[config.mk]
export PLATFORM = sky130hd
export DESIGN_NAME = magma_key_regs
export DESIGN_NICKNAME = d
export VERILOG_FILES = /design/src/rtl/core/magma_block_cipher_assert.svh /design/src/rtl/core/magma_pkg.sv /design/src/rtl/core/magma_key_regs.sv
export SDC_FILE = /design/constraint.sdc
export NUM_CORES = 1
export LEC_CHECK = 0
export BUFFER_PORTS_ARGS = -buffer_cell sky130_fd_sc_hd__buf_2
export CORE_MARGIN = 4
export CORE_UTILIZATION = 45
export CTS_CLUSTER_SIZE = 25
export DETAILED_ROUTE_END_ITERATION = 6
export HOLD_SLACK_MARGIN = 0.02
export PLACE_DENSITY = 0.88
export SETUP_SLACK_MARGIN = 0.1
export SYNTH_ARGS = -nofsm -noshare
export SYNTH_HDL_FRONTEND = slang
export SYNTH_SLANG_ARGS = --single-unit
[constraint.sdc]
create_clock -name clk -period 2.5 [get_ports clk]
set_input_delay 0.25 -clock clk [delete_from_list [all_inputs] [get_ports clk]]
set_output_delay 0.25 -clock clk [all_outputs]
set_load 0.01 [all_outputs]
[src/rtl/core/magma_block_cipher_assert.svh]
`ifndef MAGMA_BLOCK_CIPHER_ASSERT_SVH
`define MAGMA_BLOCK_CIPHER_ASSERT_SVH

// Checked at every rising edge outside reset.
`define MAGMA_ASSERT(label, prop, msg) \
  label: assert property (@(posedge clk) disable iff (rst) prop) else $error(msg);

// Checked at every rising edge, reset included.
`define MAGMA_ASSERT_ALWAYS(label, prop, msg) \
  label: assert property (@(posedge clk) prop) else $error(msg);

`endif

[src/rtl/core/magma_pkg.sv]
`timescale 1ns / 1ps

package magma_pkg;

  localparam int NUM_ROUNDS = 32;
  localparam int ROT_LEFT = 11;
  localparam int NUM_KEY_WORDS = 4;
  localparam int CFG_INDEX_W = 3;

  localparam logic CMD_ENCRYPT = 1'b0;
  localparam logic CMD_DECRYPT = 1'b1;

  localparam logic [CFG_INDEX_W-1:0] KEY_WORD_0 = 3'd0;
  localparam logic [CFG_INDEX_W-1:0] KEY_WORD_1 = 3'd1;
  localparam logic [CFG_INDEX_W-1:0] KEY_WORD_2 = 3'd2;
  localparam logic [CFG_INDEX_W-1:0] KEY_WORD_3 = 3'd3;

  localparam logic [3:0] SBOX [0:7][0:15] = '{
    '{4'd12, 4'd4, 4'd6, 4'd2, 4'd10, 4'd5, 4'd11, 4'd9,
      4'd14, 4'd8, 4'd13, 4'd7, 4'd0, 4'd3, 4'd15, 4'd1},
    '{4'd6, 4'd8, 4'd2, 4'd3, 4'd9, 4'd10, 4'd5, 4'd12,
      4'd1, 4'd14, 4'd4, 4'd7, 4'd11, 4'd13, 4'd0, 4'd15},
    '{4'd11, 4'd3, 4'd5, 4'd8, 4'd2, 4'd15, 4'd10, 4'd13,
      4'd14, 4'd1, 4'd7, 4'd4, 4'd12, 4'd9, 4'd6, 4'd0},
    '{4'd12, 4'd8, 4'd2, 4'd1, 4'd13, 4'd4, 4'd15, 4'd6,
      4'd7, 4'd0, 4'd10, 4'd5, 4'd3, 4'd14, 4'd9, 4'd11},
    '{4'd7, 4'd15, 4'd5, 4'd10, 4'd8, 4'd1, 4'd6, 4'd13,
      4'd0, 4'd9, 4'd3, 4'd14, 4'd11, 4'd4, 4'd2, 4'd12},
    '{4'd5, 4'd13, 4'd15, 4'd6, 4'd9, 4'd2, 4'd12, 4'd10,
      4'd11, 4'd7, 4'd8, 4'd1, 4'd4, 4'd3, 4'd14, 4'd0},
    '{4'd8, 4'd14, 4'd2, 4'd5, 4'd6, 4'd9, 4'd1, 4'd12,
      4'd15, 4'd4, 4'd11, 4'd0, 4'd13, 4'd10, 4'd3, 4'd7},
    '{4'd1, 4'd7, 4'd14, 4'd13, 4'd0, 4'd5, 4'd8, 4'd3,
      4'd4, 4'd15, 4'd10, 4'd6, 4'd9, 4'd12, 4'd11, 4'd2}
  };

  typedef logic [31:0] half_t;

  typedef struct packed {
    logic  valid;
    logic  cmd;
    half_t left;
    half_t right;
  } stage_t;

  function automatic half_t subst(input half_t x);
    half_t r;
    r = '0;
    for (int n = 0; n < 8; n++) begin
      r[4*n +: 4] = SBOX[n][x[4*n +: 4]];
    end
    return r;
  endfunction

  function automatic half_t round_fn(input half_t k, input half_t x);
    half_t t;
    t = subst(x + k);
    return (t << ROT_LEFT) | (t >> (32 - ROT_LEFT));
  endfunction

  // Round key number (K1 is 0) used by encryption round r.
  function automatic logic [2:0] key_index(input logic [4:0] r);
    logic [2:0] idx;
    if (r < 5'd24) begin
      idx = r[2:0];
    end else begin
      idx = 3'd7 - r[2:0];
    end
    return idx;
  endfunction

endpackage

[src/rtl/core/magma_key_regs.sv]
`timescale 1ns / 1ps

module magma_key_regs
  import magma_pkg::*;
(
  input  logic                   clk,
  input  logic                   rst,
  input  logic                   cfg_valid,
  output logic                   cfg_ready,
  input  logic [CFG_INDEX_W-1:0] cfg_index,
  input  logic [63:0]            cfg_data,
  output half_t [7:0]            round_keys
);

  logic [63:0] key_word [NUM_KEY_WORDS];

  assign cfg_ready = !rst;

  always_ff @(posedge clk) begin
    if (rst) begin
      for (int i = 0; i < NUM_KEY_WORDS; i++) begin
        key_word[i] <= '0;
      end
    end else if (cfg_valid) begin
      unique case (cfg_index)
        KEY_WORD_0: key_word[0] <= cfg_data;
        KEY_WORD_1: key_word[1] <= cfg_data;
        KEY_WORD_2: key_word[2] <= cfg_data;
        KEY_WORD_3: key_word[3] <= cfg_data;
        default: begin
        end
      endcase
    end
  end

  always_comb begin
    for (int i = 0; i < NUM_KEY_WORDS; i++) begin
      round_keys[2*i]     = key_word[i][63:32];
      round_keys[2*i + 1] = key_word[i][31:0];
    end
  end

endmodule

; After elaboration in Yosys (flattened, before gate mapping)
; Memories as Yosys holds them, arrays and structs flattened.
; Index checks and enable logic that the tools add are counted.
; Widths: inputs -> output; s select.
[totals]
reg_bits = 0
latchBits = 0
mem_bits_rw = 256
rom_bits = 0
input_bits = 70
out_inout_bits = 257
elab_cells = 32
memories = 1
[op_classes]
n_addsub = 0
n_mul = 0
n_div = 0
n_lt_le_gt_ge = 0
eq_ne = 3
shift = 0
muxes = 22
bitwise = 4
reduce_logical = 2
[memory_table]
columns = memory, depth, width, rd, rd_ports_with_merged_regs, wr, line_no
row1 = key_word, 4, 64, 4, 0, 4, magma_key_regs.sv:15  ; logic [63:0] key_word [NUM_KEY_WORDS];
[op_table]
columns = operator, n
row1 = $mux 64, 4
row2 = $mux 1, 18
row3 = $eq 3x2->1 const B, 2
row4 = $or 1x1->1, 4
row5 = $eq 3x1->1 const B, 1
row6 = $logic_not 3->1, 1
row7 = $logic_not 1->1, 1

; Depth between registers and ports, before layout
[logic_depth]
word_depth = 6
mapped_depth = 4
mapped_depth_nobuf = 2

; Worst setup path before layout
; Ideal clock, no wire load.
[synth_timing]
kind = input to register
from = input port cfg_index[0]
to = memory key_word[1][0] (enable)
setup_ns = 0.421
arrival_ns = 1.976
required_time_ns = 2.079
path_slack_ns = 0.103
stages = 3
n_path_buf = 1
cell_sequence = nor2b_1 > clkbuf_1 > a21o_1
[synth_lines]
columns = item, line_no
row1 = from (decl), magma_key_regs.sv:10  ; input logic [CFG_INDEX_W-1:0] cfg_index,
row2 = to (decl), magma_key_regs.sv:15

==> qor.yml <==
yosys:
  yosysWarnings: 0
  synth-seq-cells: 256
  yosysUniqueCellTypes: 11
  syn-num-nets: 649
  syn-cell-area_sq_mm: 0.009633
  syn-instance-count: 579
  ys_seq_area_frac: 0.7980
  synth_area_per_cell_sq_um: 16.64
setup_path:
  crit_arrival_ns: 1.08
  max_stage_delay_ns: 0.42
  path_class: "reg -> out"
  cp-startpoint: "key_word[2][1]$_SDFFCE_PN0P_"
  cp_top_family: "flip-flops"
  crit_fanout: 1
  path_cells: "buf_2"
  crit_required_ns: 2.25
  crit_path_start_kind: "register"
  slowest_stage: "edfxtp_1"
  cp-end-kind: "primary output"
  cp_num_buf_inv: 1
die:
  num_rows: 53
  pin_count: 327
  chipHeight_um: 154.3
  die-width_um: 154.3
  die_area_sq_mm: 0.02381
  core-area_sq_mm: 0.02102
  start_util: 0.4582
finish:
  largestRegisters: "key_word (256)"
  regMostFlops: "key_word"
  area_delta_synth_final_pct: 27.77
  largest_reg_flops: 256
  postLayoutCellArea_sq_mm: 0.01231
  finalNonFillerCells: 1176
  fin_nets: 957
  antenna_cells: 0
  drive_gt1_frac: 0.4195
min_path:
  min_from: "cfg_data[41]"
  min_path_type: "in -> reg"
sta:
  layout_setup_ws_ns: 1.167
  tns_ns: 0
  rsz0062_at_grt: "false"
  hold_violations: 0
  slew_violations: 0
  fmax_mhz: 750.3
  min_period_ns: 1.333
  worstMarginPinSlew_ns: 0.6499
  fin_crit_sh: 0.5331
  slew_headroom: 0.5667
  setup_violations: 0
power_and_ir_drop:
  p_int_uw: 7318
  powerDensity_mw_per_mm2: 764.9
  power_leakage_uw: 0.005816
  netSwitchingPower_uw: 2097
  comb_power_share: 0.089
  switching_share: 0.2227
  seqPwrFrac: 0.541
  power_uw: 9414
  pwr-share-clk: 0.371
  peakVddDrop_mv: 0.8344
routing:
  wl_mm: 24.37
  wire_per_inst_um: 20.72
  firstDrtPassIters: 4
  vias_per_cell: 5.355
  drc_errors: 0
  dr_total_vias: 6297
  drtAntennaViolNets: 0
  drtIter0Drc: 411
grt:
  grt_max_degree: 130
  grt_usage: 0.1929
  grt_pass1_vias: 6214
  antenna_found_initial: 1
  grt_overflow: 0
  grt_pass1_wl_mm: 36.34
placed_design:
  dp.cells: 1135
  portBuffers: 326
  hpwlAfterDp_mm: 15.52
  placed_cell_area_sq_mm: 0.01156
  dpl_worst_slack_ns: 0.7925
  gp_congestion: 0.7439
cts:
  ctsHoldBuffers: 0
  post_cts_buffers: 0
  numCtsBuffers: 25
  cts_max_level: 1
  cts_max_path_buffers: 3
  cts_tree: "done"
  clk_pin_slew_ns: 0.06
  cts_root_buf: "clkbuf_16"
  cts_num_sinks: 256
  ctsResizeCount: 0
status:
  status: "finished clean"
job:
  maxCapViolations: 0
## cells in the mapped netlist (all sizes together)
cell / number / area share
a21o: 4 / 0.0031
nor2: 1 / 0.00039
inv: 1 / 0.00039
and3: 256 / 0.17
nor3b: 1 / 0.0019
edfxtp: 256 / 0.80
buf: 30 / 0.017
nor2b: 3 / 0.0019
and2: 1 / 0.00065
clkbuf: 26 / 0.010
## routing by layer
layer,global-route usage,routed length (um),vias to the layer above
met4,0.04962,505,2
li1,-,-,2848
met1,0.2398,8991,3041
met2,0.3290,12080,369
met5,0,13,-
met3,0.06212,2780,37
## logic make-up after synthesis
kind of cell / after synthesis / share of synthesized area
AO/OA/AOI/OAI: 4 / 0.003117
buffers and inverters: 57 / 0.02767
flip-flops: 256 / 0.7980
AND/OR/NAND/NOR: 262 / 0.1712
## cells in the final DEF (no fill, tap or decap), drive strengths merged
cell type and n:
buf 337, and3 256, edfxtp 256, clkbuf 30
clkinv 8, a21o 4, nor2b 3, bufinv 2
nor2 1, and2 1, inv 1, nor3b 1
clkinvlp 1
## final cells by class
| cell class | instances | area, sq um |
|---|---|---|
| clock buffer | 30 | 644.4 |
| clock inverter | 11 | 106.4 |
| fill | 1577 | 8713 |
| inverter | 1 | 3.754 |
| multi-input combinational | 266 | 1733 |
| sequential | 256 | 7687 |
| tap | 275 | 344.1 |
| timing repair buffer | 337 | 1789 |
## power by group through the flow
stage	sequential [uW]	combinational [uW]	clock, uW
2_1_floorplan	5340	180	0
3_3_place_gp	5170	817	0
3_5_place_dp	5180	839	0
4_1_cts	5090	842	3540
5_1_grt	5110	890	3730
6_report	5090	835	3490
## path summary, 6_finish.rpt
check / to / slack (ns) / depth (start not counted)
max: round_keys[161] / 1.17 / 1
min: key_word[3][41]$_SDFFCE_PN0P_ / 0.07 / 2
## stage by stage
| stage | util | hold slack (ns) |
|---|---|---|
| floorplan | - | 0.4729 |
| global placement | 0.5498 | 0.5851 |
| CTS | 0.5855 | 0.05189 |
| global route | 0.5855 | 0.06825 |
| detailed placement | 0.5498 | 0.5872 |
| finish | 0.5855 | 0.07478 |
No activity file was read; power rests on OpenSTA's default activity.
