<file path="src/rtl/core/magma_block_cipher_assert.svh">
`ifndef MAGMA_BLOCK_CIPHER_ASSERT_SVH
`define MAGMA_BLOCK_CIPHER_ASSERT_SVH

// Checked at every rising edge outside reset.
`define MAGMA_ASSERT(label, prop, msg) \
  label: assert property (@(posedge clk) disable iff (rst) prop) else $error(msg);

// Checked at every rising edge, reset included.
`define MAGMA_ASSERT_ALWAYS(label, prop, msg) \
  label: assert property (@(posedge clk) prop) else $error(msg);

`endif

</file>
<file path="src/rtl/core/magma_pkg.sv">
`timescale 1ns / 1ps

package magma_pkg;

  localparam int NUM_ROUNDS = 32;
  localparam int ROT_LEFT = 11;
  localparam int NUM_KEY_WORDS = 4;
  localparam int CFG_INDEX_W = 3;

  localparam logic CMD_ENCRYPT = 1'b0;
  localparam logic CMD_DECRYPT = 1'b1;

  localparam logic [CFG_INDEX_W-1:0] KEY_WORD_0 = 3'd0;
  localparam logic [CFG_INDEX_W-1:0] KEY_WORD_1 = 3'd1;
  localparam logic [CFG_INDEX_W-1:0] KEY_WORD_2 = 3'd2;
  localparam logic [CFG_INDEX_W-1:0] KEY_WORD_3 = 3'd3;

  localparam logic [3:0] SBOX [0:7][0:15] = '{
    '{4'd12, 4'd4, 4'd6, 4'd2, 4'd10, 4'd5, 4'd11, 4'd9,
      4'd14, 4'd8, 4'd13, 4'd7, 4'd0, 4'd3, 4'd15, 4'd1},
    '{4'd6, 4'd8, 4'd2, 4'd3, 4'd9, 4'd10, 4'd5, 4'd12,
      4'd1, 4'd14, 4'd4, 4'd7, 4'd11, 4'd13, 4'd0, 4'd15},
    '{4'd11, 4'd3, 4'd5, 4'd8, 4'd2, 4'd15, 4'd10, 4'd13,
      4'd14, 4'd1, 4'd7, 4'd4, 4'd12, 4'd9, 4'd6, 4'd0},
    '{4'd12, 4'd8, 4'd2, 4'd1, 4'd13, 4'd4, 4'd15, 4'd6,
      4'd7, 4'd0, 4'd10, 4'd5, 4'd3, 4'd14, 4'd9, 4'd11},
    '{4'd7, 4'd15, 4'd5, 4'd10, 4'd8, 4'd1, 4'd6, 4'd13,
      4'd0, 4'd9, 4'd3, 4'd14, 4'd11, 4'd4, 4'd2, 4'd12},
    '{4'd5, 4'd13, 4'd15, 4'd6, 4'd9, 4'd2, 4'd12, 4'd10,
      4'd11, 4'd7, 4'd8, 4'd1, 4'd4, 4'd3, 4'd14, 4'd0},
    '{4'd8, 4'd14, 4'd2, 4'd5, 4'd6, 4'd9, 4'd1, 4'd12,
      4'd15, 4'd4, 4'd11, 4'd0, 4'd13, 4'd10, 4'd3, 4'd7},
    '{4'd1, 4'd7, 4'd14, 4'd13, 4'd0, 4'd5, 4'd8, 4'd3,
      4'd4, 4'd15, 4'd10, 4'd6, 4'd9, 4'd12, 4'd11, 4'd2}
  };

  typedef logic [31:0] half_t;

  typedef struct packed {
    logic  valid;
    logic  cmd;
    half_t left;
    half_t right;
  } stage_t;

  function automatic half_t subst(input half_t x);
    half_t r;
    r = '0;
    for (int n = 0; n < 8; n++) begin
      r[4*n +: 4] = SBOX[n][x[4*n +: 4]];
    end
    return r;
  endfunction

  function automatic half_t round_fn(input half_t k, input half_t x);
    half_t t;
    t = subst(x + k);
    return (t << ROT_LEFT) | (t >> (32 - ROT_LEFT));
  endfunction

  // Round key number (K1 is 0) used by encryption round r.
  function automatic logic [2:0] key_index(input logic [4:0] r);
    logic [2:0] idx;
    if (r < 5'd24) begin
      idx = r[2:0];
    end else begin
      idx = 3'd7 - r[2:0];
    end
    return idx;
  endfunction

endpackage

</file>
<file path="src/rtl/core/magma_round.sv">
`timescale 1ns / 1ps

module magma_round
  import magma_pkg::*;
(
  input  logic   clk,
  input  logic   rst,
  input  half_t  enc_key,
  input  half_t  dec_key,
  input  stage_t up,
  output logic   up_ready,
  output stage_t dn,
  input  logic   dn_ready
);

  half_t key;
  half_t mixed;

  assign up_ready = !dn.valid || dn_ready;
  assign key      = (up.cmd == CMD_DECRYPT) ? dec_key : enc_key;
  assign mixed    = round_fn(key, up.right) ^ up.left;

  always_ff @(posedge clk) begin
    if (up_ready && up.valid) begin
      dn.cmd   <= up.cmd;
      dn.left  <= up.right;
      dn.right <= mixed;
    end
    if (rst) begin
      dn.valid <= 1'b0;
    end else if (up_ready) begin
      dn.valid <= up.valid;
    end
  end

endmodule

</file>
<file path="config.mk">
export PLATFORM = sky130hd
export DESIGN_NAME = magma_round
export DESIGN_NICKNAME = d
export VERILOG_FILES = /design/src/rtl/core/magma_block_cipher_assert.svh /design/src/rtl/core/magma_pkg.sv /design/src/rtl/core/magma_round.sv
export SDC_FILE = /design/constraint.sdc
export NUM_CORES = 1
export LEC_CHECK = 0
export ABC_AREA = 1
export BUFFER_PORTS_ARGS = -buffer_cell sky130_fd_sc_hd__buf_4
export CAP_MARGIN = 20
export CORE_MARGIN = 4
export CORE_UTILIZATION = 57
export DETAILED_ROUTE_END_ITERATION = 7
export PLACE_DENSITY = 0.95
export RECOVER_POWER = 25
export SYNTH_ARGS = -nofsm -noshare
export SYNTH_HDL_FRONTEND = slang
export SYNTH_SLANG_ARGS = --single-unit
</file>
<file path="constraint.sdc">
create_clock -name clk -period 10.84 [get_ports clk]
set_input_delay 1.084 -clock clk [delete_from_list [all_inputs] [get_ports clk]]
set_output_delay 1.084 -clock clk [all_outputs]
set_load 0.02 [all_outputs]
</file>
; Word level (Yosys, flattened, before mapping)
; Memories as Yosys holds them, arrays and structs flattened.
; Cells that the tools add are included.
[classes]
eq_ne = 0
n_reduce_logical = 3
n_shift = 0
add_sub_neg = 1
mux = 17
n_bitwise = 10
n_lt_le_gt_ge = 8
div_mod_pow = 0
multipliers = 0
[op_table]
columns = op, n
row1 = 2-to-1 mux 4 bit, 16
row2 = greater-or-equal comparator 5 bit (second input constant), 8
row3 = NOT 4 -> 5 bit, 8
row4 = adder 32 bit, 1
row5 = 2-to-1 mux 32 bit, 1
row6 = OR 32 x 11 -> 32 bit, 1
row7 = XOR 32 bit, 1
row8 = logical AND 1 bit, 1
row9 = logical NOT 1 bit, 1
row10 = logical OR 1 bit, 1
[totals]
n_memories = 8
ram_bits = 0
input_bits = 133
latchBits = 0
register_bits = 66
mem_bits_ro = 512
[mem_list]
columns = memory, words, width, rd, rd_ports_with_merged_regs, wr, line_no
row1 = (no name shown), 16, 4, 1, 0, 0, magma_pkg.sv:50  ; r[4*n +: 4] = SBOX[n][x[4*n +: 4]];
row2 = (no name shown), 16, 4, 1, 0, 0, magma_pkg.sv:50
row3 = (no name shown), 16, 4, 1, 0, 0, magma_pkg.sv:50
row4 = (no name shown), 16, 4, 1, 0, 0, magma_pkg.sv:50
row5 = (no name shown), 16, 4, 1, 0, 0, magma_pkg.sv:50
row6 = (no name shown), 16, 4, 1, 0, 0, magma_pkg.sv:50
row7 = +2 memories, n/a, n/a, n/a, n/a, n/a, n/a

; Depth between registers and ports, before layout
[logic_depth]
word_depth = 8
mapped_depth = 25
mapped_depth_nobuf = 23

; Worst setup path before layout
; No wires, ideal clock.
[synth_path]
kind = input to register
from = input port up[65] (netlist bit)
to = register dn[0] (netlist bit), enable pin
path_slack_ns = 6.050
n_path_buf = 0
arrival_ns = 4.280
setup_time_ns = 0.510
path_stages = 2
cell_sequence = inv_1 > a21oi_1
[synth_via]
elab_chain_len = 1
[synth_lines]
columns = item, line_no
row1 = start: declaration, magma_round.sv:10  ; input stage_t up,
row2 = logical AND 1 bit, magma_round.sv:24  ; if (up_ready && up.valid) begin
row3 = end: declaration, magma_round.sv:12  ; output stage_t dn,
; No other way between the ends.
; A chain may end at the register's enable or synchronous reset.

; Worst setup path in the final report
[layout_path]
from = input port up[64] (netlist bit)
to = register dn[24] (netlist bit), data pin
[layout_via]
elab_chain_len = 8
[layout_lines]
columns = item, line_no
row1 = 2-to-1 mux 32 bit, magma_round.sv:20  ; assign key = (up.cmd == CMD_DECRYPT) ? dec_key : enc_key;
row2 = adder 32 bit, magma_pkg.sv:57  ; t = subst(x + k);
row3 = NOT 4 -> 5 bit (not written as such), magma_pkg.sv:50
row4 = memory (16 x 4 bit), n/a
row5 = 2-to-1 mux 4 bit (not written as such) (2 in a row), magma_pkg.sv:50
row6 = OR 32 x 11 -> 32 bit, magma_pkg.sv:58  ; return (t << ROT_LEFT) | (t >> (32 - ROT_LEFT));
row7 = XOR 32 bit, magma_round.sv:21  ; assign mixed = round_fn(key, up.right) ^ up.left;
row8 = via mixed[24], magma_round.sv:17  ; half_t mixed;
; The timed path passes the listed nets, and every way through them passes these cells. The select of a mux whose other input is x is not followed.

==> results.yml <==
placed_design:
  hpwlAfterDp_mm: 14.7
  preCtsSetupSlack_ns: 6.16
  place_congestion: 0.966
  buffer_ports.inserted: 199
clock_tree:
  cts_tree: "yes"
  cts-resized-gates: 0
  cts-buffers-inserted: 9
  worstSkewPairLatency_ns: 0.34
  clock_sinks: 66
  cts_post_setup_buffers_inserted: 0
  clock_path_buffers: 2
  cts.htree.levels: 3
  postCtsHoldBufs: 0
  cts.clk_slew.worst_paths_ns: 0.06
  clk_root_buffer_cell: "sky130_fd_sc_hd__clkbuf_16"
final_layout:
  multi_input_combinational_cell_area_um2: 4040
  layout-drive-gt1-share_pct: 18.8
  num_antenna_cells: 0
  registers.top_by_ff_count: "dn"
  largest_reg_flops: 66
  syn_to_layout_area_delta_pct: 27.4
  top_regs: "dn: 66 flops"
  layout.area.seq_um2: 1970
  fillCellCount: 895
  finalNetCount: 1323
sta:
  worst_pin_slew_ns: 2.00
  finalHoldViolations: 0
  rsz_0062_raised_after_global_routing: "false"
  setup_viol_count_final: 0
  postLayoutSetupSlackWorst_ns: 5.33
  report.final.slew_viol_count: 35
  fin_worst_skew_ns: 0.00247
  setup_total_negative_slack_ns: 0
  achievable-frequency_ghz: 0.181
  finalWorstPathRequiredPeriod_ns: 5.51
  worst_slew_margin_relative_to_its_limit_pct: -33.1
  finalCritPeriodShare_pct: 50.8
grt:
  grt-busiest-layer: "met2"
  routing_usage_on_met3_pct: 4.58
  met2_usage_pct: 49.0
  grt_pass1_wl_mm: 29.4
  grt_remaining_overflow: 0
  grt_max_degree: 66
  via_count_of_the_first_global_routing_pass: 6632
  grt_antenna_before_repair: 0
  globalRouteMet1Util_pct: 33.2
  grt_util_all_layers_pct: 27.6
yosys:
  synth_cell_area_um2: 6490
  post_synth_inst_count: 915
  post_synth_num_cell_types: 32
  synth_seq_cells: 66
  asyncSetResetFlopFracSynth_pct: 0
  postSynthAreaPerCell_um2: 7.10
  synth_edf_count: 65
  postSynth.topFlopCell: "sky130_fd_sc_hd__edfxtp_1"
  synth.yosys.seq_area_share_pct: 30.4
  synth_fp_nets: 1116
  yosys_warnings: 0
setup_path:
  setup.worst_path.start_class: "primary input"
  worstPathMaxFanout: 34
  path_class: "primary input to flop"
  critPathArrivalTime_ns: 5.61
  r2r_setup_slack_ns: 9.25
  worst_ep_required_time_ns: 10.94
  setup.worst_path.end_class: "flop"
routing:
  drc: 0
  dr.first_iter.drc_count: 391
  drt-total-wl_mm: 17.9
  drtAntennaViolNets: 0
  detail_route.first_pass.iterations: 6
  routed-via-count: 6685
  routed_wire_length_per_instance_um: 14.1
  number_of_vias_per_cell: 5.28
outcome:
  violations: "max-capacitance violations, max-slew violations"
  outcome: "finished with violations"
die:
  floorplan.initialDensity_pct: 59.1
  die_width_um: 115
  chipHeight_um: 115
  fp-row-count: 38
  core_area_um2: 11000
  floorplan.die_area_um2: 13200
  io_pins: 200
worst_hold_path:
  worstHoldPathType: "flop to flop"
power_and_ir_drop:
  max-vdd-ir-drop_uv: 112
  leakagePower_nw: 4.32
  power_density_nw_per_um2: 146
flow_run:
  drv_cap: 1
-- kinds of logic after synthesis --
logic type,share of synthesized area (%)
AOI/OAI and AO/OA,7.90
xor gates and xnor gates,4.43
adders and majority gates,13.2
buffers and inverters,7.57
DFF,30.4
muxes,5.36
and+or+nand+nor,31.2
-- synthesized netlist by cell type (2+ instances only) --
| cell | instances | area [µm²] |
|---|---|---|
| sky130_fd_sc_hd__a21o_1 | 4 | 30.0 |
| sky130_fd_sc_hd__o21ai_1 | 2 | 10.0 |
| sky130_fd_sc_hd__nor2_1 | 53 | 199 |
| sky130_fd_sc_hd__ha_1 | 67 | 838 |
| sky130_fd_sc_hd__xnor2_1 | 15 | 131 |
| sky130_fd_sc_hd__inv_1 | 127 | 477 |
| sky130_fd_sc_hd__xor2_1 | 16 | 140 |
| sky130_fd_sc_hd__nand3_1 | 74 | 370 |
| sky130_fd_sc_hd__nand4_1 | 2 | 12.5 |
| sky130_fd_sc_hd__nand2_1 | 347 | 1300 |
| sky130_fd_sc_hd__edfxtp_1 | 65 | 1950 |
| sky130_fd_sc_hd__nand2_2 | 3 | 18.8 |
| sky130_fd_sc_hd__o211ai_1 | 9 | 67.6 |
| sky130_fd_sc_hd__mux2_2 | 30 | 338 |
| sky130_fd_sc_hd__o21ai_0 | 37 | 185 |
| sky130_fd_sc_hd__o21bai_1 | 4 | 30.0 |
| sky130_fd_sc_hd__nand3b_1 | 9 | 67.6 |
| sky130_fd_sc_hd__nor3_1 | 4 | 20.0 |
| sky130_fd_sc_hd__a21oi_1 | 31 | 155 |
| sky130_fd_sc_hd__clkbuf_1 | 4 | 15.0 |
-- per-layer routing --
metal,share of wire [%],wire length [µm]
met1,40,7140
met3,8.7,1570
met2,48,8680
met4,3.0,529
met5,0,0
-- through the flow --
step	cell area (µm²)	utilization (%)	std cells	hold WS, ns	total power [W]
floorplan	6490	-	915	0.705	0.000773
global placement	8170	74.4	1251	0.529	0.000931
detailed placement	8170	74.4	1251	0.553	0.000956
CTS	8430	76.7	1267	0.557	0.00122
global route	8270	75.3	1267	0.573	0.00131
finish	8270	75.3	1267	0.556	0.00121
-- cell type report --
cell class                 instances  area share (%)
clock buffer                       9            2.72
clock inverter                     7           0.439
inverter                         127            5.76
multi-input combinational        718            48.9
sequential                        66            23.8
tap                              140            2.12
timing repair buffer             200            16.2
-- worst max-delay path: stages --
cell and delay, ns:
sky130_fd_sc_hd__clkbuf_1 1.40, sky130_fd_sc_hd__mux2_2 0.39, sky130_fd_sc_hd__ha_1 0.20, sky130_fd_sc_hd__inv_1 0.07, sky130_fd_sc_hd__fa_1 0.39, sky130_fd_sc_hd__inv_1 0.09, sky130_fd_sc_hd__nand3_1 0.06, sky130_fd_sc_hd__nand2_1 0.13
sky130_fd_sc_hd__nand2_1 0.07, sky130_fd_sc_hd__nand2_1 0.13, sky130_fd_sc_hd__nand2_1 0.07, sky130_fd_sc_hd__nand2_1 0.14, sky130_fd_sc_hd__xor2_1 0.37, sky130_fd_sc_hd__inv_1 0.15, sky130_fd_sc_hd__ha_1 0.20, sky130_fd_sc_hd__or2_2 0.31
sky130_fd_sc_hd__o211ai_2 0.18, sky130_fd_sc_hd__nand2_1 0.07, sky130_fd_sc_hd__nand2_1 0.06, sky130_fd_sc_hd__nand2_1 0.04
-- placed cells by master, fill, tap and decap left out, drive strengths merged --
cell / netlist / routed
a21o: 4 / 4
a21oi: 32 / 32
and2: 1 / 1
buf: 0 / 151
clkbuf: 4 / 58
clkinv: 0 / 6
clkinvlp: 0 / 1
dfxtp: 1 / 1
edfxtp: 65 / 65
fa: 1 / 1
ha: 67 / 67
inv: 127 / 127
mux2: 30 / 30
mux2i: 1 / 1
nand2: 350 / 350
nand3: 74 / 74
nand3b: 9 / 9
nand4: 2 / 2
nor2: 53 / 53
nor3: 4 / 4
nor3b: 1 / 1
nor4: 1 / 1
o211ai: 10 / 10
o21a: 1 / 1
o21ai: 39 / 39
o21bai: 4 / 4
o22ai: 1 / 1
or2: 1 / 1
xnor2: 15 / 15
xor2: 17 / 17
-- path summary, 6_finish.rpt --
path                              from  endpoint  cells after the start
worst max-delay path            up[64]    dn[24]                     20
worst min-delay path            dn[65]    dn[65]                      2
worst max register to register  dn[65]    dn[24]                      2
worst min register to register  dn[65]    dn[65]                      2
-- power breakdown --
group,total (W),internal [W],switching [W]
combinational,0.000602,0.000226,0.000375
sequential,0.000346,0.000335,0.0000104
clock,0.000260,0.000151,0.000108
No activity file was read; power rests on OpenSTA's default activity.
